File: config.mk
export PLATFORM = sky130hd
export DESIGN_NAME = ir_range_median_calibrate
export DESIGN_NICKNAME = d
export VERILOG_FILES = /design/src/hw/rtl/irc_pkg.sv /design/src/hw/rtl/irc_cell.sv /design/src/hw/rtl/irc_div.sv /design/src/hw/rtl/irc_log2.sv /design/src/hw/rtl/ir_range_median_calibrate.sv
export VERILOG_INCLUDE_DIRS = /design/src /design/src/hw/rtl
export SDC_FILE = /design/constraint.sdc
export NUM_CORES = 2
export LEC_CHECK = 0
export BUFFER_PORTS_ARGS = -buffer_cell sky130_fd_sc_hd__buf_2
export CAP_MARGIN = 10
export CORE_MARGIN = 2
export CORE_UTILIZATION = 50
export DETAILED_ROUTE_END_ITERATION = 8
export GPL_ROUTABILITY_DRIVEN = 1
export PLACE_DENSITY = 0.73
export SLEW_MARGIN = 5
export SYNTH_ARGS = -nofsm -noshare
export SYNTH_HDL_FRONTEND = slang
export SYNTH_SLANG_ARGS = --single-unit
File: constraint.sdc
create_clock -name clk -period 10.6 [get_ports clk]
set_input_delay 0.53 -clock clk [delete_from_list [all_inputs] [get_ports clk]]
set_output_delay 0.53 -clock clk [all_outputs]
set_load 0.01 [all_outputs]
File: src/hw/rtl/ir_range_median_calibrate_assert.svh
// assertion macros used by the range median calibrator rtl
`ifndef IR_RANGE_MEDIAN_CALIBRATE_ASSERT_SVH
`define IR_RANGE_MEDIAN_CALIBRATE_ASSERT_SVH
`ifndef ASSERT_OFF
`define IRC_ASSERT(lbl, clk, rstn, prop) \
    lbl: assert property (@(posedge clk) disable iff (!rstn) prop) \
        else $error("irc assertion failed");
`define IRC_NEVER(lbl, clk, rstn, expr) \
    lbl: assert property (@(posedge clk) disable iff (!rstn) !(expr)) \
        else $error("irc forbidden condition");
`else
`define IRC_ASSERT(lbl, clk, rstn, prop)
`define IRC_NEVER(lbl, clk, rstn, expr)
`endif
`endif

File: src/hw/rtl/irc_pkg.sv
// shared types, constants and tables of the range median calibrator
`timescale 1ns / 1ps
package irc_pkg;

    localparam int BURST_SAMPLES = 11;
    localparam int CNT_W         = $clog2(BURST_SAMPLES);
    localparam int MED_IDX       = (BURST_SAMPLES - 1) / 2;
    localparam int SAMPLE_W      = 10;
    localparam int DIST_W        = 23;
    localparam int D_W           = 24;
    localparam int OFF_W         = 14;
    localparam int PROF_W        = 3;

    localparam logic [D_W-1:0] DIST_MAX = 24'd2300000;

    // short range curve
    localparam logic [SAMPLE_W-1:0] X_MIN      = 10'd10;
    localparam logic [SAMPLE_W-1:0] X_BIAS     = 10'd3;
    localparam int                  DIV_NUM_W  = 20;
    localparam int                  DIV_DEN_W  = 10;
    localparam int                  DIV_CNT_W  = $clog2(DIV_NUM_W + 1);
    localparam logic [DIV_NUM_W-1:0] SHORT_NUM = 20'd678700;
    localparam logic signed [D_W-1:0] SHORT_SUB = 24'sd400;

    // 10/13 scale: ceil(2^24 / 13), exact for numerators below 2^20
    localparam int                  SCALE_W      = 21;
    localparam int                  SCALE_SHIFT  = 24;
    localparam int                  SCALE_FULL_W = DIV_NUM_W + SCALE_W;
    localparam logic [SCALE_W-1:0]  SCALE_RECIP  = 21'd1290556;

    // log2 unit
    localparam int LOG_IN_W  = 22;
    localparam int LOG_IP_W  = 5;
    localparam int LOG_FR_W  = 16;
    localparam int LOG_W     = LOG_IP_W + LOG_FR_W;
    localparam int MANT_W    = 31;
    localparam int LOG_CNT_W = $clog2(LOG_FR_W);
    localparam int FIT_W     = 27;

    localparam logic [PROF_W-1:0] PROF_SCALED = 3'd1;
    localparam logic [PROF_W-1:0] PROF_LONG   = 3'd5;
    localparam logic [PROF_W-1:0] PROF_RESET  = 3'd6;

    typedef enum logic [3:0] {
        S_COLLECT,
        S_MEDIAN,
        S_DIV1,
        S_SCALE,
        S_LOG_T,
        S_LOG_HI,
        S_SEARCH_GO,
        S_SEARCH_WAIT,
        S_FINISH
    } state_t;

    typedef struct packed {
        logic [SAMPLE_W-1:0] val;
        logic                gt;
    } cell_link_t;

    typedef struct packed {
        logic                 start;
        logic [DIV_NUM_W-1:0] num;
        logic [DIV_DEN_W-1:0] den;
    } div_req_t;

    typedef struct packed {
        logic                start;
        logic [LOG_IN_W-1:0] n;
    } log_req_t;

    // same squaring log2 as the hardware unit, used at elaboration only
    function automatic logic [LOG_W-1:0] log2_q16(input logic [31:0] n);
        logic [LOG_IP_W-1:0] ip;
        logic [63:0]         m;
        logic [LOG_FR_W-1:0] fr;
        ip = '0;
        fr = '0;
        for (int b = 0; b < 32; b++) begin
            if (n[b]) ip = LOG_IP_W'(b);
        end
        m = 64'(n) << (6'd30 - 6'(ip));
        for (int i = 0; i < LOG_FR_W; i++) begin
            m  = (m * m) >> 30;
            fr = {fr[LOG_FR_W-2:0], 1'b0};
            if (m >= 64'h8000_0000) begin
                m     = m >> 1;
                fr[0] = 1'b1;
            end
        end
        return {ip, fr};
    endfunction

    localparam logic [FIT_W-1:0] LOG_RHS =
        FIT_W'(10) * FIT_W'(log2_q16(32'd6500)) + FIT_W'(110 * 65536);

    // piecewise offset per profile, first threshold above d wins
    function automatic logic signed [OFF_W-1:0] seg_offset(
        input logic [PROF_W-1:0]   p,
        input logic signed [D_W-1:0] d
    );
        logic signed [OFF_W-1:0] o;
        o = '0;
        case (p)
            3'd0: begin
                if      (d < 24'sd1750) o = -14'sd500;
                else if (d < 24'sd3000) o = -14'sd700;
                else if (d < 24'sd3750) o = -14'sd800;
                else if (d < 24'sd4200) o = 14'sd0;
                else if (d < 24'sd4500) o = 14'sd800;
                else                    o = 14'sd0;
            end
            3'd1: begin
                if      (d < 24'sd1500) o = -14'sd308;
                else if (d < 24'sd2800) o = -14'sd385;
                else if (d < 24'sd4000) o = -14'sd615;
                else if (d < 24'sd6000) o = -14'sd1769;
                else                    o = 14'sd3000;
            end
            3'd2: begin
                if      (d < 24'sd2000) o = -14'sd500;
                else if (d < 24'sd3500) o = -14'sd800;
                else if (d < 24'sd4500) o = -14'sd1100;
                else if (d < 24'sd5500) o = -14'sd700;
                else if (d < 24'sd7500) o = -14'sd1700;
                else                    o = 14'sd0;
            end
            3'd3: begin
                if      (d < 24'sd1500) o = -14'sd200;
                else if (d < 24'sd4700) o = -14'sd500;
                else                    o = 14'sd0;
            end
            3'd4: begin
                if      (d < 24'sd1850) o = 14'sd100;
                else if (d < 24'sd3100) o = -14'sd200;
                else if (d < 24'sd4300) o = -14'sd500;
                else if (d < 24'sd5500) o = -14'sd800;
                else if (d < 24'sd6700) o = -14'sd1300;
                else                    o = 14'sd0;
            end
            3'd5: begin
                if      (d < 24'sd2400) o = -14'sd1100;
                else if (d < 24'sd4000) o = -14'sd700;
                else if (d < 24'sd5200) o = -14'sd900;
                else if (d < 24'sd6300) o = -14'sd1100;
                else if (d < 24'sd7600) o = -14'sd1400;
                else if (d < 24'sd8800) o = -14'sd1500;
                else                    o = 14'sd0;
            end
            default: o = '0;
        endcase
        return o;
    endfunction

endpackage

File: src/hw/rtl/irc_cell.sv
// one cell of the insertion sorting row
`timescale 1ns / 1ps
module irc_cell (
    input  logic                          clk,
    input  logic                          shift_en,
    input  logic [irc_pkg::SAMPLE_W-1:0]  sample,
    input  logic                          occupied,
    input  irc_pkg::cell_link_t           left,
    output irc_pkg::cell_link_t           link
);

    logic [irc_pkg::SAMPLE_W-1:0] val_reg;
    logic [irc_pkg::SAMPLE_W-1:0] val_next;
    logic                         gt;

    // an empty cell counts as larger than anything
    assign gt = !occupied || (val_reg > sample);

    always_comb
    begin
        val_next = val_reg;
        if (shift_en && gt)
        begin
            val_next = left.gt ? left.val : sample;
        end
    end

    always_ff @(posedge clk)
    begin
        val_reg <= val_next;
    end

    assign link.val = val_reg;
    assign link.gt  = gt;

endmodule

File: src/hw/rtl/irc_div.sv
// restoring divider, one quotient bit per cycle
`timescale 1ns / 1ps
module irc_div (
    input  logic                           clk,
    input  logic                           rst_n,
    input  irc_pkg::div_req_t              req,
    output logic                           done,
    output logic [irc_pkg::DIV_NUM_W-1:0]  quo
);

    logic                            busy_reg;
    logic                            done_reg;
    logic [irc_pkg::DIV_CNT_W-1:0]   cnt_reg;
    logic [irc_pkg::DIV_NUM_W-1:0]   q_reg;
    logic [irc_pkg::DIV_DEN_W-1:0]   r_reg;
    logic [irc_pkg::DIV_DEN_W-1:0]   den_reg;
    logic [irc_pkg::DIV_DEN_W:0]     r_sh;
    logic [irc_pkg::DIV_DEN_W:0]     r_sub;
    logic                            qbit;

    assign r_sh  = {r_reg, q_reg[irc_pkg::DIV_NUM_W-1]};
    assign qbit  = r_sh >= {1'b0, den_reg};
    assign r_sub = qbit ? (r_sh - {1'b0, den_reg}) : r_sh;

    always_ff @(posedge clk or negedge rst_n)
    begin
        if (!rst_n)
        begin
            busy_reg <= 1'b0;
            done_reg <= 1'b0;
            cnt_reg  <= '0;
        end
        else
        begin
            done_reg <= 1'b0;
            if (req.start)
            begin
                busy_reg <= 1'b1;
                cnt_reg  <= '0;
            end
            else if (busy_reg)
            begin
                cnt_reg <= cnt_reg + 1'b1;
                if (cnt_reg == irc_pkg::DIV_CNT_W'(irc_pkg::DIV_NUM_W - 1))
                begin
                    busy_reg <= 1'b0;
                    done_reg <= 1'b1;
                end
            end
        end
    end

    always_ff @(posedge clk)
    begin
        if (req.start)
        begin
            q_reg   <= req.num;
            r_reg   <= '0;
            den_reg <= req.den;
        end
        else if (busy_reg)
        begin
            q_reg <= {q_reg[irc_pkg::DIV_NUM_W-2:0], qbit};
            r_reg <= r_sub[irc_pkg::DIV_DEN_W-1:0];
        end
    end

    assign done = done_reg;
    assign quo  = q_reg;

endmodule

File: src/hw/rtl/irc_log2.sv
// log2 in q16, fraction by repeated squaring of the mantissa
`timescale 1ns / 1ps
module irc_log2 (
    input  logic                        clk,
    input  logic                        rst_n,
    input  irc_pkg::log_req_t           req,
    output logic                        done,
    output logic [irc_pkg::LOG_W-1:0]   result
);

    logic                            busy_reg;
    logic                            done_reg;
    logic [irc_pkg::LOG_CNT_W-1:0]   cnt_reg;
    logic [irc_pkg::MANT_W-1:0]      m_reg;
    logic [irc_pkg::LOG_IP_W-1:0]    ip_reg;
    logic [irc_pkg::LOG_FR_W-1:0]    fr_reg;
    logic [irc_pkg::LOG_IP_W-1:0]    ip_new;
    logic [irc_pkg::MANT_W-1:0]      m_init;
    logic [2*irc_pkg::MANT_W-1:0]    prod;
    logic [irc_pkg::MANT_W:0]        sq;

    // top set bit of the operand
    always_comb
    begin
        ip_new = '0;
        for (int b = 0; b < irc_pkg::LOG_IN_W; b++)
        begin
            if (req.n[b]) ip_new = irc_pkg::LOG_IP_W'(b);
        end
    end

    assign m_init = {{(irc_pkg::MANT_W - irc_pkg::LOG_IN_W){1'b0}}, req.n}
                    << (irc_pkg::LOG_IP_W'(irc_pkg::MANT_W - 1) - ip_new);
    assign prod   = m_reg * m_reg;
    assign sq     = prod[2*irc_pkg::MANT_W-1:irc_pkg::MANT_W-1];

    always_ff @(posedge clk or negedge rst_n)
    begin
        if (!rst_n)
        begin
            busy_reg <= 1'b0;
            done_reg <= 1'b0;
            cnt_reg  <= '0;
        end
        else
        begin
            done_reg <= 1'b0;
            if (req.start)
            begin
                busy_reg <= 1'b1;
                cnt_reg  <= '0;
            end
            else if (busy_reg)
            begin
                cnt_reg <= cnt_reg + 1'b1;
                if (cnt_reg == irc_pkg::LOG_CNT_W'(irc_pkg::LOG_FR_W - 1))
                begin
                    busy_reg <= 1'b0;
                    done_reg <= 1'b1;
                end
            end
        end
    end

    always_ff @(posedge clk)
    begin
        if (req.start)
        begin
            m_reg  <= m_init;
            ip_reg <= ip_new;
            fr_reg <= '0;
        end
        else if (busy_reg)
        begin
            fr_reg <= {fr_reg[irc_pkg::LOG_FR_W-2:0], sq[irc_pkg::MANT_W]};
            m_reg  <= sq[irc_pkg::MANT_W] ? sq[irc_pkg::MANT_W:1]
                                          : sq[irc_pkg::MANT_W-1:0];
        end
    end

    assign done   = done_reg;
    assign result = {ip_reg, fr_reg};

endmodule

File: src/hw/rtl/ir_range_median_calibrate.sv
// top level: burst median of range samples and distance calibration
//
//  channel   | handshake              | payload
//  ----------+------------------------+----------------------------------
//  sample in | start, busy            | adc_sample
//  config    | cfg_valid, cfg_ready   | cfg_data (sensor profile)
//  result    | result_valid (strobe)  | distance_centi_cm, median_raw
//
// a row of sorting cells inserts each sample beat in place
// after the last sample of a burst the block is busy; the bit-serial divider, with the
// 10/13 scale after it, sets the busy time on short range, and the 16-step log2
// unit in the search sets it on long range
// reset: profile 6, empty burst, no result pending; cells are not cleared
// results are a one-cycle strobe; the receiver cannot stall them
`timescale 1ns / 1ps
`include "ir_range_median_calibrate_assert.svh"
module ir_range_median_calibrate (
    input  logic                                 clk,
    input  logic                                 rst_n,
    input  logic                                 start,
    output logic                                 busy,
    input  logic [irc_pkg::SAMPLE_W-1:0]         adc_sample,
    input  logic                                 cfg_valid,
    output logic                                 cfg_ready,
    input  logic [irc_pkg::PROF_W-1:0]           cfg_data,
    output logic                                 result_valid,
    output logic signed [irc_pkg::DIST_W-1:0]    distance_centi_cm,
    output logic [irc_pkg::SAMPLE_W-1:0]         median_raw
);

    irc_pkg::state_t                    state_reg;
    irc_pkg::state_t                    state_next;
    logic [irc_pkg::CNT_W-1:0]          cnt_reg;
    logic [irc_pkg::PROF_W-1:0]         cfg_reg;
    logic                               strobe_reg;

    logic [irc_pkg::PROF_W-1:0]         prof_reg;
    logic [irc_pkg::SAMPLE_W-1:0]       med_reg;
    logic [irc_pkg::FIT_W-1:0]          lhs_reg;
    logic [irc_pkg::LOG_IN_W-1:0]       lo_reg;
    logic [irc_pkg::LOG_IN_W-1:0]       hi_reg;
    logic signed [irc_pkg::D_W-1:0]     d_reg;
    logic signed [irc_pkg::DIST_W-1:0]  dist_reg;
    logic [irc_pkg::SAMPLE_W-1:0]       med_out_reg;

    logic                               accept;
    logic                               burst_end;
    irc_pkg::cell_link_t                links [irc_pkg::BURST_SAMPLES];
    logic [irc_pkg::SAMPLE_W-1:0]       med_val;

    irc_pkg::div_req_t                  div_req;
    logic                               div_done;
    logic [irc_pkg::DIV_NUM_W-1:0]      div_quo;
    irc_pkg::log_req_t                  log_req;
    logic                               log_done;
    logic [irc_pkg::LOG_W-1:0]          log_res;

    logic [irc_pkg::SAMPLE_W-1:0]       x_clamp;
    logic [irc_pkg::DIV_DEN_W-1:0]      den_s;
    logic [irc_pkg::DIV_NUM_W-1:0]      num_s;
    logic signed [irc_pkg::D_W-1:0]     quo_adj;
    logic signed [irc_pkg::D_W-1:0]     scale_prod;
    logic [irc_pkg::SCALE_FULL_W-1:0]   scale_full;
    logic [irc_pkg::FIT_W-1:0]          fit_sum;
    logic                               fits;
    logic [irc_pkg::LOG_IN_W-1:0]       mid;
    logic [irc_pkg::LOG_IN_W-1:0]       gap_next;
    logic signed [irc_pkg::D_W-1:0]     d_sum;
    logic signed [irc_pkg::D_W-1:0]     d_clamp;

    assign busy      = state_reg != irc_pkg::S_COLLECT;
    assign accept    = start && !busy;
    assign burst_end = accept && (cnt_reg == irc_pkg::CNT_W'(irc_pkg::BURST_SAMPLES - 1));
    assign cfg_ready = !busy;

    // sorting row: each cell keeps one sample in order, takes its left
    // neighbor's value when the new sample lands to its left
    for (genvar i = 0; i < irc_pkg::BURST_SAMPLES; i++)
    begin : g_cell
        irc_pkg::cell_link_t left_link;
        if (i == 0)
        begin : g_head
            assign left_link = '0;
        end
        else
        begin : g_body
            assign left_link = links[i-1];
        end
        irc_cell u_cell (
            .clk      (clk),
            .shift_en (accept),
            .sample   (adc_sample),
            .occupied (irc_pkg::CNT_W'(i) < cnt_reg),
            .left     (left_link),
            .link     (links[i])
        );
    end

    assign med_val = links[irc_pkg::MED_IDX].val;

    // short range operands: clamp, then rounded reciprocal
    assign x_clamp = (med_val < irc_pkg::X_MIN) ? irc_pkg::X_MIN : med_val;
    assign den_s   = x_clamp - irc_pkg::X_BIAS;
    assign num_s   = irc_pkg::SHORT_NUM
                     + {{(irc_pkg::DIV_NUM_W - irc_pkg::DIV_DEN_W + 1){1'b0}},
                        den_s[irc_pkg::DIV_DEN_W-1:1]};
    assign quo_adj = irc_pkg::D_W'(signed'({1'b0, div_quo})) - irc_pkg::SHORT_SUB;
    // 10/13 scale with round to nearest, value is never negative here
    // the divide by 13 is a multiply by the scaled reciprocal
    assign scale_prod = d_reg * irc_pkg::D_W'(10) + irc_pkg::D_W'(6);
    assign scale_full = irc_pkg::SCALE_FULL_W'(scale_prod[irc_pkg::DIV_NUM_W-1:0])
                        * irc_pkg::SCALE_FULL_W'(irc_pkg::SCALE_RECIP);

    // long range: largest distance whose log sum stays at or under the limit
    assign fit_sum = irc_pkg::FIT_W'(10) * irc_pkg::FIT_W'(log_res) + lhs_reg;
    assign fits    = fit_sum <= irc_pkg::LOG_RHS;
    assign mid     = lo_reg + ((hi_reg - lo_reg) >> 1);
    assign gap_next = fits ? (hi_reg - mid) : (mid - lo_reg);

    assign d_sum   = d_reg + irc_pkg::D_W'(irc_pkg::seg_offset(prof_reg, d_reg));
    assign d_clamp = (d_sum > signed'(irc_pkg::DIST_MAX)) ? signed'(irc_pkg::DIST_MAX)
                                                          : d_sum;

    irc_div u_div (
        .clk   (clk),
        .rst_n (rst_n),
        .req   (div_req),
        .done  (div_done),
        .quo   (div_quo)
    );

    irc_log2 u_log2 (
        .clk    (clk),
        .rst_n  (rst_n),
        .req    (log_req),
        .done   (log_done),
        .result (log_res)
    );

    // next state
    always_comb
    begin
        state_next = state_reg;
        case (state_reg)
            irc_pkg::S_COLLECT:
            begin
                if (burst_end) state_next = irc_pkg::S_MEDIAN;
            end
            irc_pkg::S_MEDIAN:
            begin
                if (cfg_reg != irc_pkg::PROF_LONG)
                    state_next = irc_pkg::S_DIV1;
                else if (med_val == '0)
                    state_next = irc_pkg::S_FINISH;
                else
                    state_next = irc_pkg::S_LOG_T;
            end
            irc_pkg::S_DIV1:
            begin
                if (div_done)
                    state_next = (prof_reg == irc_pkg::PROF_SCALED) ? irc_pkg::S_SCALE
                                                                    : irc_pkg::S_FINISH;
            end
            irc_pkg::S_SCALE:
            begin
                state_next = irc_pkg::S_FINISH;
            end
            irc_pkg::S_LOG_T:
            begin
                if (log_done) state_next = irc_pkg::S_LOG_HI;
            end
            irc_pkg::S_LOG_HI:
            begin
                if (log_done)
                    state_next = fits ? irc_pkg::S_FINISH : irc_pkg::S_SEARCH_GO;
            end
            irc_pkg::S_SEARCH_GO:
            begin
                state_next = irc_pkg::S_SEARCH_WAIT;
            end
            irc_pkg::S_SEARCH_WAIT:
            begin
                if (log_done)
                    state_next = (gap_next > irc_pkg::LOG_IN_W'(1)) ? irc_pkg::S_SEARCH_GO
                                                                     : irc_pkg::S_FINISH;
            end
            irc_pkg::S_FINISH:
            begin
                state_next = irc_pkg::S_COLLECT;
            end
            default:
            begin
                state_next = irc_pkg::S_COLLECT;
            end
        endcase
    end

    // unit requests
    always_comb
    begin
        div_req = '0;
        log_req = '0;
        case (state_reg)
            irc_pkg::S_MEDIAN:
            begin
                if (cfg_reg != irc_pkg::PROF_LONG)
                begin
                    div_req.start = 1'b1;
                    div_req.num   = num_s;
                    div_req.den   = den_s;
                end
                else if (med_val != '0)
                begin
                    log_req.start = 1'b1;
                    log_req.n     = irc_pkg::LOG_IN_W'(med_val) * irc_pkg::LOG_IN_W'(5);
                end
            end
            irc_pkg::S_LOG_T:
            begin
                if (log_done)
                begin
                    log_req.start = 1'b1;
                    log_req.n     = irc_pkg::DIST_MAX[irc_pkg::LOG_IN_W-1:0];
                end
            end
            irc_pkg::S_SEARCH_GO:
            begin
                log_req.start = 1'b1;
                log_req.n     = mid;
            end
            default:
            begin
                div_req = '0;
                log_req = '0;
            end
        endcase
    end

    always_ff @(posedge clk or negedge rst_n)
    begin
        if (!rst_n)
        begin
            state_reg  <= irc_pkg::S_COLLECT;
            cnt_reg    <= '0;
            cfg_reg    <= irc_pkg::PROF_RESET;
            strobe_reg <= 1'b0;
        end
        else
        begin
            state_reg  <= state_next;
            strobe_reg <= state_reg == irc_pkg::S_FINISH;
            if (cfg_valid && cfg_ready) cfg_reg <= cfg_data;
            if (burst_end)
                cnt_reg <= '0;
            else if (accept)
                cnt_reg <= cnt_reg + 1'b1;
        end
    end

    // datapath
    always_ff @(posedge clk)
    begin
        case (state_reg)
            irc_pkg::S_MEDIAN:
            begin
                med_reg  <= med_val;
                prof_reg <= cfg_reg;
                d_reg    <= signed'(irc_pkg::DIST_MAX);
            end
            irc_pkg::S_DIV1:
            begin
                if (div_done) d_reg <= quo_adj;
            end
            irc_pkg::S_SCALE:
            begin
                d_reg <= irc_pkg::D_W'(
                    scale_full[irc_pkg::SCALE_FULL_W-1:irc_pkg::SCALE_SHIFT]);
            end
            irc_pkg::S_LOG_T:
            begin
                if (log_done) lhs_reg <= irc_pkg::FIT_W'(11) * irc_pkg::FIT_W'(log_res);
            end
            irc_pkg::S_LOG_HI:
            begin
                if (log_done)
                begin
                    lo_reg <= '0;
                    hi_reg <= irc_pkg::DIST_MAX[irc_pkg::LOG_IN_W-1:0];
                end
            end
            irc_pkg::S_SEARCH_WAIT:
            begin
                if (log_done)
                begin
                    if (fits) lo_reg <= mid;
                    else      hi_reg <= mid;
                    d_reg <= irc_pkg::D_W'(signed'({1'b0, fits ? mid : lo_reg}));
                end
            end
            irc_pkg::S_FINISH:
            begin
                dist_reg    <= d_clamp[irc_pkg::DIST_W-1:0];
                med_out_reg <= med_reg;
            end
            default:
            begin
                d_reg <= d_reg;
            end
        endcase
    end

    assign result_valid      = strobe_reg;
    assign distance_centi_cm = dist_reg;
    assign median_raw        = med_out_reg;

    // the last sample of a burst always starts the calculation
    `IRC_ASSERT(a_burst_busy, clk, rst_n, burst_end |=> busy)
    // a result beat lasts exactly one cycle
    `IRC_ASSERT(a_one_beat, clk, rst_n, result_valid |=> !result_valid)
    // fill count stays inside the row
    `IRC_NEVER(a_cnt_range, clk, rst_n, cnt_reg > irc_pkg::CNT_W'(irc_pkg::BURST_SAMPLES - 1))
    // search bounds stay ordered
    `IRC_NEVER(a_search_order, clk, rst_n, state_reg == irc_pkg::S_SEARCH_WAIT && lo_reg >= hi_reg)

endmodule

==> flow_summary.toml <==
[synth]
ys.flop_type = "edfxtp_1"
ys_async_sr_fraction_pct = 7.937
ys_seq_elements = 315
syn-num-nets = 8111
netlist_top_cells_area = "fa_1 (30%), ha_1 (15%), edfxtp_1 (13%), inv_1 (8.0%), nand2_1 (2.9%)"
yosys_warnings = 0
ys_types = 122
yosysTopAreaCellShare_pct = 29.68
synth_area_mm2 = 0.06051
avgSynthCellArea_um2 = 9.372
ys_seq_area_share_pct = 15.00
synth_edf_count = 264
synth_top_cell_by_area = "fa_1"
syn_inst = 6456

[timing]
hold_ws_ps = 52.36
max_slew_margin_pct = 23.91
skew_ps = 41.65
setup_tns_ps = 0
setup_viol = 0
slew_violations = 0
period_share_pct = 95.91
tightest_slew_ps = 1141
period_minus_slack_ps = 10170
fmax_mhz = 98.36
hold_viol = 0

[setup_path]
crit_type = "reg2reg"
worstPathMaxFanout = 20
worstPathArrival_ps = 10530
worstSetupStartpointType = "register"
cp-end-kind = "register"
r2r_setup_slack_ps = 430
crit_top_cell = "fa_1"
cp.required_ps = 10960
slowest_delay_ps = 730
reg2reg_depth = 28
reg2reg_from = "u_log2.m_reg[5]"
crit_slowest_cell = "edfxtp_1"
rr_endpoint = "u_log2.m_reg[4]"

[global_routing]
grt_pass1_vias = 48180
top_usage_layer = "met2"
gr-usage-met1_pct = 35.20
grt_max_degree = 36
grt_first_pass_wirelength_mm = 257.8
gr-usage-all-layers_pct = 26.38
met2_usage_pct = 44.53
met3_usage_pct = 4.066
grt_overflow_total = 0
antenna_found_initial = 3

[clocking]
cts_buffers = 40
clkTransAtPathRegs_ps = 60
htreeDepth = 2
clk_latency_ps = 620
cts.sinks = 315
cts_tree = "built"
root_buffer = "clkbuf_16"
cts_buffer_depth = 3

[hold_path]
min_path_type = "in2async"

[placement]
detailed_place_hpwl_mm = 131.8
gp_congestion = 0.9657
portBuffers = 52

[finish]
largest_reg_flops = 60
drive_above_1_share_pct = 6.405
diodes = 0
area_growth_pct = 6.636
num-nets-final = 8150

[route]
vias_per_cell = 5.694
postRouteAntennaNets = 0
drc = 0
drtIter0Drc = 3871
wire_per_inst_um = 19.64
totalWireLength_mm = 159.8
dr_total_vias = 46340
dr.pass1.iters = 6

[flow_run]
cap_violations = 0

[floorplan]
die_y_um = 351.9
core-area_mm2 = 0.1200
start_util_pct = 50.44
dieWidth_um = 351.9
rows = 127
io_pins = 53
dieArea_mm2 = 0.1238

[outcome]
status = "finished clean"
==> layout make-up <==
type	instances	area [um2]
tap	1612	2017
timing repair buffer	188	1319
sequential	315	9076
clock buffer	50	1059
fill	10690	55450
clock inverter	23	317.8
inverter	1301	4887
multi-input combinational	4649	45850
==> synth_stat cells, types with 14 or more instances <==
| master | instances |
|---|---|
| o2111ai_1 | 16 |
| clkbuf_1 | 158 |
| inv_1 | 1292 |
| a21o_1 | 97 |
| edfxtp_1 | 264 |
| nand4_1 | 38 |
| and3_1 | 38 |
| o21ai_0 | 206 |
| nor2b_1 | 65 |
| o211ai_1 | 30 |
| a221o_1 | 15 |
| a21boi_0 | 20 |
| nand2_1 | 464 |
| and2_1 | 206 |
| or2_2 | 24 |
| mux2i_1 | 62 |
| nand3_1 | 78 |
| xnor2_1 | 160 |
| o21bai_1 | 36 |
| a211oi_1 | 42 |
| buf_2 | 17 |
| ha_1 | 741 |
| nor2_1 | 382 |
| mux2_2 | 53 |
| dfrtp_1 | 23 |
| fa_1 | 897 |
| dfxtp_1 | 26 |
| o22ai_1 | 25 |
| xor2_1 | 75 |
| o31ai_1 | 24 |
| a31oi_1 | 40 |
| or3_1 | 27 |
| nand2b_1 | 66 |
| and4_1 | 14 |
| a21oi_1 | 265 |
| a211o_1 | 18 |
| nor3_1 | 89 |
| o21a_1 | 46 |
| nor4_1 | 24 |
==> metrics by stage <==
stage	std cells	worst slack [ps]	utilization (%)	cell area (um2)
after global routing	8138	-31.15	53.78	64520
after floorplan	6456	713.2	-	60510
after detailed placement	8058	-42.49	52.52	63010
after CTS	8131	209.4	53.67	64390
final	8138	433.1	53.78	64520
after global placement	8058	127.6	52.52	63010
==> cell families after synthesis <==
logic type	after synthesis	share of synthesized area, %
adder cells (fa/ha/maj)	1638	45.00
XOR/XNOR	236	3.428
AND/OR/NAND/NOR	1579	12.79
flip-flops	315	15.00
multiplexers	130	2.550
buffers and inverters	1492	9.371
AO/OA/AOI/OAI	1066	11.86
==> critical path, delay by kind of cell, from the launching register on <==
| kind | cells | cell delay, ps |
|---|---|---|
| adders and majority gates | 9 | 4340 |
| and+or+nand+nor | 6 | 1190 |
| buffers and inverters | 4 | 850 |
| DFF | 1 | 730 |
| AOI/OAI and AO/OA | 9 | 2800 |
==> how the worst max path moves through the flow <==
stage                               start              end  slack (ps)  cells after the start
final                     u_log2.m_reg[5]  u_log2.m_reg[4]         430                     28
after global routing             d_reg[1]        d_reg[16]         -30                     43
after CTS                 u_log2.m_reg[6]  u_log2.m_reg[4]         210                     29
after detailed placement  u_log2.m_reg[6]  u_log2.m_reg[4]         -40                     25
after global placement    u_log2.m_reg[8]  u_log2.m_reg[4]         130                     26
after floorplan                  d_reg[1]        d_reg[16]         710                     42
==> layout by cell type (no fill, tap or decap), drive strengths merged, types with 25 or more instances in the layout <==
master  instances
and3           38
o21bai         36
o211ai         32
or3            28
clkbuf         50
and2          208
dfxtp          26
fa            897
a31oi          40
nand4          38
mux2i          63
ha            741
nor2          385
o22ai          25
or2            26
nand3          78
nand2         465
inv          1300
o21a           47
a211oi         45
a21o           97
mux2           54
o21ai         212
nand2b         66
edfxtp        264
a21oi         272
xnor2         160
nor3           92
xor2           76
nor2b          65
buf           188
==> layer usage <==
metal,part of all wire [%],up-vias,wire [um]
met1,42,23000,66680
li1,-,21390,-
met3,7.2,312,11550
met5,0.0044,-,7
met4,3.2,2,5051
met2,48,1634,76560
==> timing repair <==
item | 4_1_cts | 5_1_grt
buffers inserted | 0 | 7
pin swaps | 0 | 1
resized for setup | 1 | 13
setup endpoints to repair | 1 | 14
hold endpoints to repair | 0 | 0
hold buffers | 0 | 0
Power is left out: the tool's default activity adds up to more than one toggle a clock period on the data nets, which glitch-free logic cannot reach.
